`src/qspc_pkg.sv`:
```
// ----------------------------------------------------------------------------
// qspc_pkg
// Shared types and constants for the quadrature speed PI controller:
// register indexes, configuration record, datapath commands, saturation.
// ----------------------------------------------------------------------------
package qspc_pkg;

  // Configuration port geometry
  localparam int unsigned CFG_IDX_W  = 8;
  localparam int unsigned CFG_DATA_W = 32;

  // Register indexes
  localparam logic [CFG_IDX_W-1:0] REG_PROP_GAIN     = 8'd0;
  localparam logic [CFG_IDX_W-1:0] REG_INTEG_GAIN    = 8'd1;
  localparam logic [CFG_IDX_W-1:0] REG_FILTER_ALPHA  = 8'd2;
  localparam logic [CFG_IDX_W-1:0] REG_SPEED_SCALE   = 8'd3;
  localparam logic [CFG_IDX_W-1:0] REG_TICK_PERIOD   = 8'd4;
  localparam logic [CFG_IDX_W-1:0] REG_INTEG_LIMIT   = 8'd5;
  localparam logic [CFG_IDX_W-1:0] REG_DRIVE_MAX     = 8'd6;
  localparam logic [CFG_IDX_W-1:0] REG_DUTY_PER_VOLT = 8'd7;

  // Register reset values
  localparam logic [23:0] RST_PROP_GAIN     = 24'd6554;
  localparam logic [23:0] RST_INTEG_GAIN    = 24'd19661;
  localparam logic [16:0] RST_FILTER_ALPHA  = 17'd21845;
  localparam logic [23:0] RST_SPEED_SCALE   = 24'd8578660;
  localparam logic [24:0] RST_TICK_PERIOD   = 25'd16777;
  localparam logic [30:0] RST_INTEG_LIMIT   = 31'd655360;
  localparam logic [30:0] RST_DRIVE_MAX     = 31'd720896;
  localparam logic [16:0] RST_DUTY_PER_VOLT = 17'd5461;

  // Fixed scaling of the filter and the integral step
  localparam int unsigned ALPHA_SHIFT = 16;
  localparam int unsigned TICK_SHIFT  = 24;
  localparam logic [16:0] ALPHA_ONE   = 17'h10000;

  // Direction codes
  localparam logic [1:0] DIR_NONE = 2'd0;
  localparam logic [1:0] DIR_FWD  = 2'd1;
  localparam logic [1:0] DIR_REV  = 2'd2;

  // Quadrature step codes (new phase minus old phase, mod 4)
  localparam logic [1:0] STEP_DOWN = 2'd1;
  localparam logic [1:0] STEP_UP   = 2'd3;

  // Shared multiplier: 34 bit signed by 25 bit unsigned
  localparam int unsigned MUL_A_W = 34;
  localparam int unsigned MUL_B_W = 25;
  localparam int unsigned PROD_W  = 60;

  typedef logic signed [PROD_W-1:0] prod_t;

  typedef struct packed {
    logic [23:0] prop_gain;
    logic [23:0] integ_gain;
    logic [16:0] filter_alpha;
    logic [23:0] speed_scale;
    logic [24:0] tick_period;
    logic [30:0] integ_limit;
    logic [30:0] drive_max;
    logic [16:0] duty_per_volt;
  } cfg_t;

  // Datapath commands issued by the sequencer
  typedef enum logic [3:0] {
    CMD_NONE,
    CMD_ENC,
    CMD_START,
    CMD_FILT,
    CMD_YUPD,
    CMD_ERR,
    CMD_PROP,
    CMD_INTEG,
    CMD_PTERM,
    CMD_DRIVE,
    CMD_DUTYMUL,
    CMD_DUTY,
    CMD_OUT
  } cmd_e;

  // Saturate a wide signed value to signed 32 bit
  function automatic logic signed [31:0] sat32(input prod_t v);
    logic signed [31:0] r;
    if (v[PROD_W-1:31] == {(PROD_W-31){v[31]}}) begin
      r = v[31:0];
    end else if (v[PROD_W-1]) begin
      r = 32'sh8000_0000;
    end else begin
      r = 32'sh7FFF_FFFF;
    end
    return r;
  endfunction

endpackage

```
`src/qspc_cfg_regs.sv`:
```
// ----------------------------------------------------------------------------
// qspc_cfg_regs
// Configuration register file; takes one write request per cycle and
// drops writes to indexes outside the register list.
// ----------------------------------------------------------------------------
module qspc_cfg_regs (
  input  logic                                clk_i,
  input  logic                                rst_ni,
  input  logic                                cfg_valid_i,
  output logic                                cfg_ready_o,
  input  logic [qspc_pkg::CFG_IDX_W-1:0]      cfg_index_i,
  input  logic [qspc_pkg::CFG_DATA_W-1:0]     cfg_data_i,
  output qspc_pkg::cfg_t                      cfg_o
);

  qspc_pkg::cfg_t cfg_q, cfg_d;
  logic           wr_en;

  assign cfg_ready_o = 1'b1;
  assign wr_en       = cfg_valid_i & cfg_ready_o;

  // Decode the write request into the addressed field
  always_comb begin
    cfg_d = cfg_q;
    if (wr_en) begin
      unique case (cfg_index_i)
        qspc_pkg::REG_PROP_GAIN:     cfg_d.prop_gain     = cfg_data_i[23:0];
        qspc_pkg::REG_INTEG_GAIN:    cfg_d.integ_gain    = cfg_data_i[23:0];
        qspc_pkg::REG_FILTER_ALPHA:  cfg_d.filter_alpha  = cfg_data_i[16:0];
        qspc_pkg::REG_SPEED_SCALE:   cfg_d.speed_scale   = cfg_data_i[23:0];
        qspc_pkg::REG_TICK_PERIOD:   cfg_d.tick_period   = cfg_data_i[24:0];
        qspc_pkg::REG_INTEG_LIMIT:   cfg_d.integ_limit   = cfg_data_i[30:0];
        qspc_pkg::REG_DRIVE_MAX:     cfg_d.drive_max     = cfg_data_i[30:0];
        qspc_pkg::REG_DUTY_PER_VOLT: cfg_d.duty_per_volt = cfg_data_i[16:0];
        default: cfg_d = cfg_q;
      endcase
    end
  end

  always_ff @(posedge clk_i or negedge rst_ni) begin
    if (!rst_ni) begin
      cfg_q.prop_gain     <= qspc_pkg::RST_PROP_GAIN;
      cfg_q.integ_gain    <= qspc_pkg::RST_INTEG_GAIN;
      cfg_q.filter_alpha  <= qspc_pkg::RST_FILTER_ALPHA;
      cfg_q.speed_scale   <= qspc_pkg::RST_SPEED_SCALE;
      cfg_q.tick_period   <= qspc_pkg::RST_TICK_PERIOD;
      cfg_q.integ_limit   <= qspc_pkg::RST_INTEG_LIMIT;
      cfg_q.drive_max     <= qspc_pkg::RST_DRIVE_MAX;
      cfg_q.duty_per_volt <= qspc_pkg::RST_DUTY_PER_VOLT;
    end else begin
      cfg_q <= cfg_d;
    end
  end

  assign cfg_o = cfg_q;

endmodule

```
`config.mk`:
```
export PLATFORM = sky130hd
export DESIGN_NAME = qspc_cfg_regs
export DESIGN_NICKNAME = d
export VERILOG_FILES = /design/src/qspc_pkg.sv /design/src/qspc_cfg_regs.sv
export SDC_FILE = /design/constraint.sdc
export NUM_CORES = 1
export LEC_CHECK = 0
export ABC_CLOCK_PERIOD_IN_PS = 900
export BUFFER_PORTS_ARGS = -buffer_cell sky130_fd_sc_hd__buf_2
export CORE_AREA = 2 2 89 176
export DETAILED_ROUTE_END_ITERATION = 6
export DIE_AREA = 0 0 91 178
export GPL_ROUTABILITY_DRIVEN = 0
export PLACE_DENSITY = 0.86
export SLEW_MARGIN = 20
export SYNTH_ARGS = -nofsm -noshare
export SYNTH_HDL_FRONTEND = slang
export SYNTH_SLANG_ARGS = --single-unit
```
`constraint.sdc`:
```
create_clock -name clk_i -period 0.9 [get_ports clk_i]
set_input_delay 0.045 -clock clk_i [delete_from_list [all_inputs] [get_ports clk_i]]
set_output_delay 0.045 -clock clk_i [all_outputs]
set_load 0.03 [all_outputs]
```
==> out/qor.yml <==
drv_slew: 0
period_needed_ns: 1.194
tightest_slew_ns: 0.5148
slew_headroom_pct: 65.61
ios: 237
powerDensity_nw_per_um2: 1659
maxCapViolations: 0
grt_usage_pct: 31.96
placed_area_um2: 8967
syn_inst: 419
antenna_cells: 0
numCtsBuffers: 17
max_stage_delay_ns: 0.57
root_buffer: "clkbuf_16"
critPathTopFamily: "flip-flops"
grt_max_degree: 41
clock_sinks: 193
dp.cells: 862
power_mw: 20.33
grt_pass1_wl_mm: 37.72
cp_slowest_cell: "dfstp_2"
yosys_register_bits: 193
cp_data_arrival_time_ns: 1.15
reg2reg_depth: 3
status: "finished with violations"
r2r-start: "cfg_o[137]"
die_area_um2: 16200
path_clk_slew_ns: 0.08
fin_crit_sh_pct: 132.7
wl_met3_mm: 1.113
dpl.hpwl_mm: 13.85
met2RoutedLength_mm: 14.81
layout-drive-gt1-share_pct: 77.86
worstPathCellList: "buf_6"
synth_area_per_cell_um2: 17.35
vias: 5405
core_um2: 14820
synth_cell_type_count: 16
cp.buffers_inverters: 1
yosysWarnings: 0
cp-end-kind: "primary output"
drt_wl_total_mm: 25.97
overflow: 0
max_freq_mhz: 837.3
drc: 0
met1_length_mm: 8.490
finalWorstSetupSlack_ns: -0.2942
viasPerCell: 5.315
cts_buffer_depth: 2
start_kind: "flip-flop"
core.rowCount: 63
critPathMaxFanout: 2
setup_viol_count_final: 383
syn-cell-area_um2: 7271
insertion_delay_ns: 0.43
hold_viol: 0
violations: "setup timing"
crit_required_ns: 0.85
hp-class: "input port to asynchronous set/reset pin"
stdcell_area_um2: 12250
cts_htree_levels: 4
top_layer: "met5"
grt_setup_unrepaired: "yes"
drt_first_iter_violations: 248
instances_no_fill: 1017
grt_pass1_vias: 6108
drtPass1Iterations: 4
pre_cts_ws_ns: -0.5613
io_buffer_count: 234
fp.dieH_um: 178
nets: 852
ir_drop_v: 0.001846
dieWidth_um: 91
area_delta_synth_final_pct: 68.54
largest_register_ffs: 193
whs_ns: 0.07500
start_util_pct: 49.06
fin_skew_ns: 0
antenna_left: 0
rrSetupSlack_ns: -0.14
yosysSeqAreaShare_pct: 67.29
crit_start: "cfg_o[134]"
synthesis.nets: 462
antenna_found_initial: 1
wire_per_inst_um: 25.53
critPathKind: "flip-flop to primary output"
p_leak_nw: 6.332
cts_tree: "done"
r2r_end: "cfg_o[137]"
layer usage:
| metal | vias up | GRT usage, % |
|---|---|---|
| met3 | 91 | 6.464 |
| met4 | 2 | 19.19 |
| li1 | 2274 | - |
| met2 | 231 | 60.80 |
| met1 | 2807 | 31.13 |
| met5 | - | 0 |
per-stage QoR:
step	setup TNS, ns	utilization (%)
6_report	-53.48	82.69
5_1_grt	-61.08	82.69
4_1_cts	-50.83	81.48
3_5_place_dp	-92.66	60.51
3_3_place_gp	-87.18	60.51
2_1_floorplan	-85.28	-
logic make-up after synthesis:
| logic type | share of synthesized area, % |
|---|---|
| buffers and inverters | 1.033 |
| other | 0.05158 |
| DFF | 67.29 |
| and+or+nand+nor | 1.738 |
| muxes | 29.89 |
worst max path at each step:
stage	end	slack (ns)	cells after the start
after floorplan	cfg_o[11]	-0.54	4
after global placement	cfg_o[43]	-0.51	6
after detailed placement	cfg_o[40]	-0.56	6
after CTS	cfg_o[142]	-0.30	1
after global routing	cfg_o[134]	-0.31	1
final	cfg_o[134]	-0.29	1
placed cells by master (no fill, tap or decap), types with 2 or more instances in the layout:
cell / n
inv_6: 4
buf_2: 38
nor2b_1: 2
dlygate4sd3_1: 32
nand3_4: 4
buf_12: 12
buf_6: 221
clkinvlp_4: 2
buf_4: 71
buf_16: 8
mux2_4: 17
clkbuf_16: 18
inv_8: 3
dfrtp_1: 143
nand4_4: 3
buf_8: 5
clkinv_4: 3
dfstp_2: 50
mux2_2: 176
power by group:
group	switching, mW	internal (mW)
logic	1.71	1.51
clock network	3.60	3.99
registers	0.343	9.17
total	5.66	14.7
area by class of cell:
cell class / instances / area (um^2)
Sequential cell: 193 / 4892
Clock buffer: 18 / 439.2
Clock inverter: 14 / 145.1
Timing Repair Buffer: 388 / 4093
Tap cell: 195 / 244.0
Fill cell: 669 / 2565
Multi-Input combinational cell: 209 / 2441
synth_stat cells (all sizes together):
library cell    n  area [um^2]
nand4           4        43.80
nand3           4        25.02
conb            1        3.750
dfstp          50         1314
nor2            1        3.750
and2            1        6.260
nor4            1        21.27
nor3b           1        7.510
nor2b           3        18.77
mux2          193         2173
buf            17        75.08
dfrtp         143         3578
what timing repair did:
action,CTS,global route
pin swaps,5,1
buffers inserted,51,40
setup endpoints to repair,329,386
endpoints found under the hold margin,356,0
hold buffers,32,0
cloned,14,0
resized for setup,447,29
(Power assumes the default switching activity.)
