`config.mk`:
```
export PLATFORM = sky130hd
export DESIGN_NAME = qspc_ctrl
export DESIGN_NICKNAME = d
export VERILOG_FILES = /design/src/qspc_pkg.sv /design/src/qspc_ctrl.sv
export SDC_FILE = /design/constraint.sdc
export NUM_CORES = 1
export LEC_CHECK = 0
export ABC_AREA = 1
export BUFFER_PORTS_ARGS = -buffer_cell sky130_fd_sc_hd__buf_4
export CAP_MARGIN = 20
export CELL_PAD_IN_SITES_DETAIL_PLACEMENT = 2
export CELL_PAD_IN_SITES_GLOBAL_PLACEMENT = 2
export CORE_MARGIN = 2
export CORE_UTILIZATION = 28
export CTS_CLUSTER_SIZE = 25
export DETAILED_ROUTE_END_ITERATION = 8
export PLACE_DENSITY_LB_ADDON = 0.15
export SLEW_MARGIN = 20
export SYNTH_ARGS = -nofsm -noshare
export SYNTH_HDL_FRONTEND = slang
export SYNTH_SLANG_ARGS = --single-unit
```
`constraint.sdc`:
```
create_clock -name clk_i -period 3.3 [get_ports clk_i]
set_clock_uncertainty 0.05 [all_clocks]
set_input_delay 0.165 -clock clk_i [delete_from_list [all_inputs] [get_ports clk_i]]
set_output_delay 0.165 -clock clk_i [all_outputs]
set_load 0.02 [all_outputs]
```
`src/qspc_pkg.sv`:
```
// ----------------------------------------------------------------------------
// qspc_pkg
// Shared types and constants for the quadrature speed PI controller:
// register indexes, configuration record, datapath commands, saturation.
// ----------------------------------------------------------------------------
package qspc_pkg;

  // Configuration port geometry
  localparam int unsigned CFG_IDX_W  = 8;
  localparam int unsigned CFG_DATA_W = 32;

  // Register indexes
  localparam logic [CFG_IDX_W-1:0] REG_PROP_GAIN     = 8'd0;
  localparam logic [CFG_IDX_W-1:0] REG_INTEG_GAIN    = 8'd1;
  localparam logic [CFG_IDX_W-1:0] REG_FILTER_ALPHA  = 8'd2;
  localparam logic [CFG_IDX_W-1:0] REG_SPEED_SCALE   = 8'd3;
  localparam logic [CFG_IDX_W-1:0] REG_TICK_PERIOD   = 8'd4;
  localparam logic [CFG_IDX_W-1:0] REG_INTEG_LIMIT   = 8'd5;
  localparam logic [CFG_IDX_W-1:0] REG_DRIVE_MAX     = 8'd6;
  localparam logic [CFG_IDX_W-1:0] REG_DUTY_PER_VOLT = 8'd7;

  // Register reset values
  localparam logic [23:0] RST_PROP_GAIN     = 24'd6554;
  localparam logic [23:0] RST_INTEG_GAIN    = 24'd19661;
  localparam logic [16:0] RST_FILTER_ALPHA  = 17'd21845;
  localparam logic [23:0] RST_SPEED_SCALE   = 24'd8578660;
  localparam logic [24:0] RST_TICK_PERIOD   = 25'd16777;
  localparam logic [30:0] RST_INTEG_LIMIT   = 31'd655360;
  localparam logic [30:0] RST_DRIVE_MAX     = 31'd720896;
  localparam logic [16:0] RST_DUTY_PER_VOLT = 17'd5461;

  // Fixed scaling of the filter and the integral step
  localparam int unsigned ALPHA_SHIFT = 16;
  localparam int unsigned TICK_SHIFT  = 24;
  localparam logic [16:0] ALPHA_ONE   = 17'h10000;

  // Direction codes
  localparam logic [1:0] DIR_NONE = 2'd0;
  localparam logic [1:0] DIR_FWD  = 2'd1;
  localparam logic [1:0] DIR_REV  = 2'd2;

  // Quadrature step codes (new phase minus old phase, mod 4)
  localparam logic [1:0] STEP_DOWN = 2'd1;
  localparam logic [1:0] STEP_UP   = 2'd3;

  // Shared multiplier: 34 bit signed by 25 bit unsigned
  localparam int unsigned MUL_A_W = 34;
  localparam int unsigned MUL_B_W = 25;
  localparam int unsigned PROD_W  = 60;

  typedef logic signed [PROD_W-1:0] prod_t;

  typedef struct packed {
    logic [23:0] prop_gain;
    logic [23:0] integ_gain;
    logic [16:0] filter_alpha;
    logic [23:0] speed_scale;
    logic [24:0] tick_period;
    logic [30:0] integ_limit;
    logic [30:0] drive_max;
    logic [16:0] duty_per_volt;
  } cfg_t;

  // Datapath commands issued by the sequencer
  typedef enum logic [3:0] {
    CMD_NONE,
    CMD_ENC,
    CMD_START,
    CMD_FILT,
    CMD_YUPD,
    CMD_ERR,
    CMD_PROP,
    CMD_INTEG,
    CMD_PTERM,
    CMD_DRIVE,
    CMD_DUTYMUL,
    CMD_DUTY,
    CMD_OUT
  } cmd_e;

  // Saturate a wide signed value to signed 32 bit
  function automatic logic signed [31:0] sat32(input prod_t v);
    logic signed [31:0] r;
    if (v[PROD_W-1:31] == {(PROD_W-31){v[31]}}) begin
      r = v[31:0];
    end else if (v[PROD_W-1]) begin
      r = 32'sh8000_0000;
    end else begin
      r = 32'sh7FFF_FFFF;
    end
    return r;
  endfunction

endpackage

```
`src/qspc_ctrl.sv`:
```
// ----------------------------------------------------------------------------
// qspc_ctrl
// Sequencer: takes one request at a time, steps the datapath through the
// control tick, and owns the result valid flag.
// ----------------------------------------------------------------------------
module qspc_ctrl (
  input  logic                 clk_i,
  input  logic                 rst_ni,
  input  logic                 in_valid_i,
  output logic                 in_stall_o,
  input  logic                 func_i,
  output logic                 out_valid_o,
  input  logic                 out_stall_i,
  output qspc_pkg::cmd_e       cmd_o
);

  localparam logic [3:0] S_IDLE    = 4'd0;
  localparam logic [3:0] S_WX      = 4'd1;
  localparam logic [3:0] S_FILT    = 4'd2;
  localparam logic [3:0] S_WF      = 4'd3;
  localparam logic [3:0] S_YUPD    = 4'd4;
  localparam logic [3:0] S_ERR     = 4'd5;
  localparam logic [3:0] S_PROP    = 4'd6;
  localparam logic [3:0] S_INTEG   = 4'd7;
  localparam logic [3:0] S_PTERM   = 4'd8;
  localparam logic [3:0] S_WI      = 4'd9;
  localparam logic [3:0] S_DRIVE   = 4'd10;
  localparam logic [3:0] S_DUTYMUL = 4'd11;
  localparam logic [3:0] S_WD      = 4'd12;
  localparam logic [3:0] S_DUTY    = 4'd13;
  localparam logic [3:0] S_OUT     = 4'd14;

  logic [3:0] state_q, state_d;
  logic       out_valid_q, out_valid_d;
  logic       in_acc;
  logic       out_free;

  assign in_stall_o = (state_q != S_IDLE);
  assign in_acc     = in_valid_i & ~in_stall_o;
  assign out_free   = ~out_valid_q | ~out_stall_i;

  // Advance the sequence and issue at most one command per cycle; S_OUT holds while the result register is busy
  always_comb begin
    state_d     = state_q;
    cmd_o       = qspc_pkg::CMD_NONE;
    out_valid_d = out_valid_q & out_stall_i;
    unique case (state_q)
      S_IDLE: begin
        if (in_acc) begin
          if (func_i) begin
            cmd_o   = qspc_pkg::CMD_START;
            state_d = S_WX;
          end else begin
            cmd_o   = qspc_pkg::CMD_ENC;
            state_d = S_OUT;
          end
        end
      end
      S_WX:      state_d = S_FILT;
      S_FILT: begin
        cmd_o   = qspc_pkg::CMD_FILT;
        state_d = S_WF;
      end
      S_WF:      state_d = S_YUPD;
      S_YUPD: begin
        cmd_o   = qspc_pkg::CMD_YUPD;
        state_d = S_ERR;
      end
      S_ERR: begin
        cmd_o   = qspc_pkg::CMD_ERR;
        state_d = S_PROP;
      end
      S_PROP: begin
        cmd_o   = qspc_pkg::CMD_PROP;
        state_d = S_INTEG;
      end
      S_INTEG: begin
        cmd_o   = qspc_pkg::CMD_INTEG;
        state_d = S_PTERM;
      end
      S_PTERM: begin
        cmd_o   = qspc_pkg::CMD_PTERM;
        state_d = S_WI;
      end
      S_WI:      state_d = S_DRIVE;
      S_DRIVE: begin
        cmd_o   = qspc_pkg::CMD_DRIVE;
        state_d = S_DUTYMUL;
      end
      S_DUTYMUL: begin
        cmd_o   = qspc_pkg::CMD_DUTYMUL;
        state_d = S_WD;
      end
      S_WD:      state_d = S_DUTY;
      S_DUTY: begin
        cmd_o   = qspc_pkg::CMD_DUTY;
        state_d = S_OUT;
      end
      S_OUT: begin
        // Hold until the result register is free
        if (out_free) begin
          cmd_o       = qspc_pkg::CMD_OUT;
          out_valid_d = 1'b1;
          state_d     = S_IDLE;
        end
      end
      default:   state_d = S_IDLE;
    endcase
  end

  always_ff @(posedge clk_i or negedge rst_ni) begin
    if (!rst_ni) begin
      state_q     <= S_IDLE;
      out_valid_q <= 1'b0;
    end else begin
      state_q     <= state_d;
      out_valid_q <= out_valid_d;
    end
  end

  assign out_valid_o = out_valid_q;

endmodule

```
==> impl_metrics.ini <==
[status]
status = finished, final reports clean

[placement]
dp_cells = 89
io_buffers = 10
place_area_um2 = 526.8
dpl.hpwl_mm = 1.043
pre_cts_ws_ps = 1842
place_congestion = 0.7462

[synthesis]
yosysMostFrequentCell = inv_1
synth_seq_cells = 5
avgSynthCellArea_um2 = 6.862
async_reset_ff_share_pct = 100.0
synthTopCellsByCount = 10 x inv_1, 8 x nand2_1, 8 x nand3_1
synth_top_area_cell = dfrtp_1
synth_flop_cell = dfrtp_1
netlist_area_um2 = 439.2
synth.top_cell.area_share_pct = 28.49
synth_edf_count = 0
ys.warnings.count = 0
ys_seq_area_share_pct = 28.49
synth_nets = 69
netlist_instances = 64
synth_area_leaders = dfrtp_1 28%, nand3_1 9.1%, inv_1 8.5%
synth_cell_types = 18

[cells_and_area]
diodes = 0
postLayoutCellArea_um2 = 563.0
layout-drive-gt1-share_pct = 32.05
instances_no_fill = 94
areaGrowthSynthToFinish_pct = 28.21
nets = 84

[power]
clock_power_share_pct = 11.1
sequentialPowerShare_pct = 25.0
power_leakage_nw = 0.3020
p_sw_uw = 336.7
powerDensity_nw_per_um2 = 1118
vdd_drop_max_mv = 0.3582
p_sw_share_pct = 53.50
p_int_uw = 292.6
p_comb_share_pct = 63.9

[floorplanning]
coreArea_um2 = 1489
fp.dieArea_um2 = 1901
die_w_um = 43.61
rows = 14
start_util_pct = 29.50
die_y_um = 43.61
io-pin-count = 11

[timing]
tns_ps = 0
min_period_ps = 1693
holdWs_ps = 170.3
clock.fmax_mhz = 590.6
drv_slew = 0
setup_slack_ps = 1607
hold_viol_final = 0
relSlewSlack_pct = 70.74
rsz0062_at_grt = false
setup_violations = 0
finalCritPeriodShare_pct = 51.31
worstMarginPinSlew_ps = 439.0

[worst_setup_path]
cp_max_fo = 8
criticalPathCategory = reg2out
critPathCaptureType = primary output
cp.required_ps = 3080
r2r-end = state_q[2]
r2r_cells = 8
cp.arrival_ps = 1480
startpoint_type = flop
r2r_setup_slack_ps = 1910
r2r_start = state_q[1]

[min_path]
hp-start = out_stall_i
hold_path.class = in2reg
min_to = out_valid_o
holdPathStages = 3

[clock_network]
cts_resized = 0
h-tree-depth = 1
cts_tree = yes
cts_made_buffers = 3
insertion_delay_ps = 240
cts_sinks = 5
root_buffer = clkbuf_4
clk_pin_slew_worst_paths_ps = 40
clockBufferDepth = 2

[drt]
wl_mm = 1.271
first_iter_violations = 1
drt-vias-per-instance = 4.840
ant_nets = 0
via_count = 455
routedWlPerCell_um = 13.52
drc_errors = 0
firstDrtPassIters = 3

[grt]
antenna_found_initial = 0
grt_max_degree = 9
gr-total-overflow = 0
grt_pass1_vias = 495
grt_usage_pct = 16.01
grt_pass1_wl_mm = 2.256

[run]
max_cap_viol_count = 0
[metal layers]
layer / track usage [%] / routed length [um]
met5: 0 / 0
met2: 27.06 / 652
met1: 20.62 / 593
met3: 1.250 / 25
met4: 7.273 / 0
[area by class of cell]
| cell class | instances | area [um^2] |
|---|---|---|
| clock buffer | 4 | 26.28 |
| fill | 183 | 925.9 |
| inverter | 12 | 45.04 |
| multi-input combinational | 46 | 261.5 |
| sequential | 5 | 125.1 |
| tap | 16 | 20.02 |
| timing repair buffer | 11 | 85.08 |
[kinds of logic after synthesis]
kind of cell           share of synthesized area, %
AND/OR/NAND/NOR                               43.88
buffers and inverters                         11.97
AO/OA/AOI/OAI                                 15.67
flip-flops                                    28.49
[state kept, by name (all words and copies together) (netlist names)]
name         cells
state_q          4
out_valid_o      1
[power by group through the flow]
stage | sequential [mW] | clock (mW) | combinational [mW]
2_1_floorplan | 0.130 | 0 | 0.298
3_3_place_gp | 0.158 | 0 | 0.401
3_5_place_dp | 0.160 | 0 | 0.404
4_1_cts | 0.158 | 0.0728 | 0.412
5_1_grt | 0.165 | 0.0781 | 0.451
6_report | 0.157 | 0.0696 | 0.402
[placed cells by master (no fill, tap or decap)]
| cell type | n |
|---|---|
| o211ai_1 | 2 |
| nand2_4 | 2 |
| o21ai_1 | 3 |
| nand4_1 | 1 |
| o2111ai_1 | 1 |
| buf_4 | 10 |
| clkbuf_1 | 1 |
| nand3_1 | 8 |
| nor2_2 | 1 |
| a21oi_1 | 1 |
| nor3_1 | 2 |
| nor2_1 | 5 |
| clkbuf_4 | 3 |
| nand2_1 | 8 |
| dfrtp_1 | 5 |
| o21ai_0 | 5 |
| inv_2 | 2 |
| nand2_2 | 4 |
| nor2_4 | 3 |
| dlygate4sd3_1 | 1 |
| inv_1 | 10 |
[worst max path at each step]
| stage | from | end | cells after the start |
|---|---|---|---|
| after floorplan | state_q[1] | cmd_o[0] | 6 |
| after global placement | state_q[1] | cmd_o[1] | 6 |
| after detailed placement | state_q[1] | cmd_o[1] | 6 |
| after CTS | state_q[1] | cmd_o[1] | 6 |
| after global routing | state_q[1] | cmd_o[0] | 6 |
| final | state_q[1] | cmd_o[0] | 6 |
[worst max-delay path: stages, from the launching register on]
cell and delay, ps:
dfrtp_1 530, nor2_4 190, nand2_2 80, inv_1 110
nand3_1 80, o211ai_1 90, buf_4 170
[stage by stage]
step / utilization [%] / total power, mW
final: 37.82 / 0.6293
after global routing: 37.82 / 0.6943
after CTS: 37.82 / 0.6426
after detailed placement: 35.38 / 0.5639
after global placement: 35.38 / 0.5592
after floorplan: - / 0.4288
[timing repair]
action                                  in CTS  in global routing
buffers inserted                             0                  0
endpoints found under the setup margin       0                  0
hold buffers                                 1                  0
endpoints found under the hold margin        5                  0
No activity file was read; power rests on OpenSTA's default activity.
